$ cat src/rtl/mnds_pkg.sv
`default_nettype none
package mnds_pkg;

  localparam int REF_MAX   = 256;
  localparam int DIM_MAX   = 8;
  localparam int ROW_W     = $clog2(REF_MAX);
  localparam int COL_W     = $clog2(DIM_MAX);
  localparam int ADDR_W    = ROW_W + COL_W;
  localparam int RAM_DEPTH = REF_MAX * DIM_MAX;
  localparam int DATA_W    = 32;
  localparam int DIMS_W    = 4;
  localparam int REFS_W    = 9;
  localparam int SUM_W     = 48;
  localparam int CNT_W     = 16;
  localparam int SQ_STEPS  = 32;
  localparam int DIV_STEPS = 48;
  localparam int STEP_W    = 6;
  localparam int QDEPTH    = 2;
  localparam int QPTR_W    = 1;
  localparam int QCNT_W    = 2;

  localparam logic [DATA_W-1:0] DIST_MAX = '1;

  // Register selects (address bit 2)
  localparam logic REG_DIM = 1'b0;
  localparam logic REG_REF = 1'b1;

  typedef enum logic [1:0] {
    OP_REF,
    OP_QUERY,
    OP_QLAST
  } op_t;

  typedef struct packed {
    op_t               op;
    logic [ROW_W-1:0]  row;
    logic [COL_W-1:0]  col;
    logic [DATA_W-1:0] value;
    logic              last_point;
  } item_t;

  typedef struct packed {
    logic [DIMS_W-1:0] dimension_count;
    logic [REFS_W-1:0] reference_count;
  } cfg_t;

endpackage
`default_nettype wire

$ cat src/rtl/mnds_front.sv
`default_nettype none
module mnds_front (
  input  logic                          clk,
  input  logic                          rst,
  input  logic                          start,
  input  logic                          command,
  input  logic [mnds_pkg::ROW_W-1:0]    ref_index,
  input  logic [mnds_pkg::COL_W-1:0]    coord_index,
  input  logic [mnds_pkg::DATA_W-1:0]   coord_value,
  input  logic                          last_coord,
  input  logic                          last_point,
  output logic                          busy,
  output mnds_pkg::item_t               item,
  output logic                          item_valid,
  input  logic                          item_pop
);

  mnds_pkg::item_t             fifo [mnds_pkg::QDEPTH];
  mnds_pkg::item_t             in_item;
  logic [mnds_pkg::QPTR_W-1:0] wr_ptr;
  logic [mnds_pkg::QPTR_W-1:0] rd_ptr;
  logic [mnds_pkg::QCNT_W-1:0] fill;
  logic                        push;

  assign busy       = (fill == mnds_pkg::QCNT_W'(mnds_pkg::QDEPTH));
  assign push       = start && !busy;
  assign item_valid = (fill != '0);
  assign item       = fifo[rd_ptr];

  // Classify: reference write, query coordinate, or last coordinate of a query
  always_comb begin
    in_item.row        = ref_index;
    in_item.col        = coord_index;
    in_item.value      = coord_value;
    in_item.last_point = last_point;
    priority if (!command) begin
      in_item.op = mnds_pkg::OP_REF;
    end else if (last_coord) begin
      in_item.op = mnds_pkg::OP_QLAST;
    end else begin
      in_item.op = mnds_pkg::OP_QUERY;
    end
  end

  always_ff @(posedge clk) begin
    if (push) begin
      fifo[wr_ptr] <= in_item;
    end
    if (rst) begin
      wr_ptr <= '0;
      rd_ptr <= '0;
      fill   <= '0;
    end else begin
      if (push) begin
        wr_ptr <= (wr_ptr == mnds_pkg::QPTR_W'(mnds_pkg::QDEPTH - 1)) ? '0 : wr_ptr + 1'b1;
      end
      if (item_pop) begin
        rd_ptr <= (rd_ptr == mnds_pkg::QPTR_W'(mnds_pkg::QDEPTH - 1)) ? '0 : rd_ptr + 1'b1;
      end
      unique case ({push, item_pop})
        2'b10:   fill <= fill + 1'b1;
        2'b01:   fill <= fill - 1'b1;
        default: fill <= fill;
      endcase
    end
  end

endmodule
`default_nettype wire

$ cat config.mk
export PLATFORM = sky130hd
export DESIGN_NAME = mnds_front
export DESIGN_NICKNAME = d
export VERILOG_FILES = /design/src/rtl/mnds_pkg.sv /design/src/rtl/mnds_front.sv
export SDC_FILE = /design/constraint.sdc
export NUM_CORES = 1
export LEC_CHECK = 0
export BUFFER_PORTS_ARGS = -buffer_cell sky130_fd_sc_hd__buf_2
export CORE_MARGIN = 2
export CORE_UTILIZATION = 52
export CTS_CLUSTER_DIAMETER = 200
export DETAILED_ROUTE_END_ITERATION = 6
export PLACE_DENSITY = 0.75
export SYNTH_ARGS = -nofsm -noshare
export SYNTH_HDL_FRONTEND = slang
export SYNTH_SLANG_ARGS = --single-unit
$ cat constraint.sdc
create_clock -name clk -period 4.9 [get_ports clk]
set_input_delay 0.735 -clock clk [delete_from_list [all_inputs] [get_ports clk]]
set_output_delay 0.735 -clock clk [all_outputs]
set_load 0.05 [all_outputs]
==> metrics.csv <==
stage,metric,value,unit
worst_setup_path,kind of end point of the critical path,primary output,
synth,Synth Area in Compound Gates,0.00566,
grt,largest net degree at the start of global routing,47,
timing,Slew @ Worst Pin,1.09,ns
finish,area grow syn2layout,22.1,%
cts,CTS tree,done,
worst_setup_path,R2R Path End,fifo[0][22],
finish,share of layout cells above drive strength 1,0.590,
synth,most frequent cell after synthesis,edfxtp_1,
power,static leakage,1.63,nW
cts,CTS resizes,0,
routing,WL per Instance,16.0,um
synth,XOR/XNOR share of the synthesized area,0.00743,
synth,#FFs+latches synth,97,
min_path,worst hold path type,register to register,
routing,Routed Antenna Nets,0,
place,HPWL after detailed placement,3.51,mm
timing,Max Freq,358,MHz
timing,final hold vios,0,
min_path,hold wc startpoint,wr_ptr,
power,sequential share of power,0.516,
grt,first-pass GRT wire length,8.58,mm
timing,RSZ-0062 raised after global routing,no,
timing,"Slew Viols, Final",0,
timing,Tmin final,2.80,ns
routing,drc violations,0,
worst_setup_path,worst path arrival time,2.06,ns
synth,Synth area leaders,"edfxtp_1, mux2_2, dfxtp_1",
synth,yosys warns,0,
die,FP Rows,30,
cts,CTS Hold Bufs,0,
worst_setup_path,"setup slack, reg-to-reg",2.79,ns
synth,Yosys top cell area share,0.781,
synth,top post-synthesis cells by count,"edfxtp_1, mux2_2, buf_2, dfxtp_1, nor2_1",
finish,antenna diode count,0,
place,IO Port Bufs,97,
power,total power,1.99,mW
die,Placeable Area,6680,um2
worst_setup_path,Crit Path Category,register to primary output,
run_status,outcome,"complete, no violations",
timing,Final Setup Violations,0,
power,VDD IR max,256,uV
grt,vias in the first global route,1857,
cts,clk root buf,clkbuf_8,
place,Inst Count DP,342,
cts,Worst-Skew Late Latency,0.35,ns
cts,htree depth,3,
synth,Unique masters post-synth,19,
worst_setup_path,Reg-to-Reg Start,fill[0],
routing,drt total wl,5.74,mm
grt,met2 Usage GRT,0.280,
min_path,worst hold path depth,2,
grt,met1 Use GR,0.165,
die,die span in x,86.5,um
die,die area,7480,um2
synth,Synth Flop Type,edfxtp_1,
synth,largest family of logic cells by synthesized area,multiplexers,
die,IO Count,98,
cts,largest buffer count on any clock path,2,
synth,syn_area_per_cell,20.8,um2
routing,TritonRoute pass-1 iters,4,
power,P_int,1.40,mW
routing,drt first-iter violations,98,
place,Placer Congestion,0.721,
timing,Setup Skew,0.00354,ns
synth,ys async rst share,0,
synth,synthesized area,3540,um2
synth,adder-cell share of the synthesized area,0.00354,
finish,Layout Nets,324,
finish,"Cell Count, Final, Fillers Out",358,
timing,Slew HR,0.270,
die,Initial Util,0.529,
power,Gate power share,0.206,
timing,Final Cycle Share,0.571,
min_path,WHS Endpoint,wr_ptr,
routing,total number of vias,1781,
worst_setup_path,Critical Path RT,4.16,ns
synth,multiplexer share of the synthesized area,0.146,
synth,"Seq/Total Area, Yosys",0.809,
synth,cell count after synthesis,170,
timing,TNS Setup,0,ns
die,Die H,86.5,um
power,pwr dens,461,nW/um2
worst_setup_path,R2R depth,4,
cts,Num CTS Buffers,9,
cts,"Reg clk slew, reported paths",0.09,ns
synth,cell taking the most area after synthesis,edfxtp_1,
power,Clk network pwr share,0.279,
worst_setup_path,startpoint types,register,
run,max cap viols,0,
grt,initial antenna violation count,1,
routing,Via-to-Cell Ratio,4.97,
cts,CTS sink count,97,
synth,post-synth net total,221,
power,switching pwr,0.594,mW
grt,GR Overflow Total,0,
worst_setup_path,Crit Path Max Fanout,46,
grt,met3 GRT Util,0.0648,
power,Switching Share,0.298,
synth,simple-gate area share of the yosys netlist,0.0173,
grt,Total Routing Usage GR,0.158,
synth,Post-synth EDFFs,92,
grt,Most Crowded Layer GR,met2,
cts,# Post-CTS Setup Buffers,0,
## layer usage
| layer | wire (um) | up-vias |
|---|---|---|
| met5 | 7 | - |
| met4 | 43 | 2 |
| met3 | 358 | 7 |
| met2 | 3110 | 48 |
| met1 | 2220 | 864 |
| li1 | - | 860 |
## how the worst max path moves through the flow
stage / slack (ns) / from / depth (start not counted) / to
2_1_floorplan: 2.47 / start / 3 / fifo[0][0]
3_3_place_gp: 2.42 / register / 2 / item[42]
3_5_place_dp: 2.43 / register / 2 / item[42]
4_1_cts: 2.05 / register / 2 / item[26]
5_1_grt: 1.96 / register / 2 / item[26]
6_report: 2.10 / register / 2 / item[10]
## registers in the layout, indices dropped and copies added, names as in the netlist, named ones only
signal	count
rd_ptr	1
fifo	92
wr_ptr	1
fill	2
## worst max-delay path: stages, from the launching register on
cell     delay (ns)
dfxtp_2        1.06
mux2_2         0.43
buf_2          0.21
## area by class of cell
cell class,count,area [um2]
sequential,97,2860
fill,496,2360
multi-input combinational,65,639
timing repair buffer,97,485
clock buffer,10,128
tap,80,100
clock inverter,6,91.3
inverter,3,11.3
## power by group through the flow
stage | Sequential, mW | Combinational, mW | Clock (mW)
6_report | 1.03 | 0.410 | 0.555
5_1_grt | 1.04 | 0.432 | 0.602
4_1_cts | 1.03 | 0.416 | 0.568
3_5_place_dp | 1.05 | 0.414 | 0
3_3_place_gp | 1.04 | 0.410 | 0
2_1_floorplan | 1.03 | 0.334 | 0
## cells in the final DEF (no fill, tap or decap), drive strengths merged
| cell | Yosys | layout |
|---|---|---|
| a21oi | 2 | 2 |
| and2 | 1 | 1 |
| and3 | 1 | 1 |
| buf | 5 | 97 |
| bufinv | 0 | 2 |
| clkbuf | 0 | 10 |
| clkinvlp | 0 | 3 |
| dfxtp | 5 | 5 |
| edfxtp | 92 | 92 |
| ha | 1 | 1 |
| inv | 3 | 4 |
| mux2 | 46 | 46 |
| nand2 | 1 | 1 |
| nand2b | 1 | 1 |
| nor2 | 3 | 3 |
| nor2b | 1 | 1 |
| o21ai | 2 | 2 |
| or2 | 1 | 1 |
| or3 | 2 | 2 |
| xnor2 | 2 | 2 |
| xor2 | 1 | 1 |
## kinds of logic (layout without fill, tap and decap cells)
| kind of cell | Yosys count | count (layout) |
|---|---|---|
| DFF | 97 | 97 |
| xor gates and xnor gates | 3 | 3 |
| AOI/OAI and AO/OA | 4 | 4 |
| muxes | 46 | 46 |
| and+or+nand+nor | 11 | 11 |
| buffers and inverters | 8 | 116 |
| adders and majority gates | 1 | 1 |
## stage by stage
step                      setup slack [ns]  hold WS, ns  utilization  cell area [um2]
after floorplan                       2.47        0.452            -             3540
after global placement                2.42        0.464        0.614             4100
after detailed placement              2.43        0.502        0.614             4100
after CTS                             2.05        0.514        0.646             4320
after global routing                  1.96        0.534        0.646             4320
final                                 2.10        0.509        0.646             4320
(Power assumes the default switching activity.)
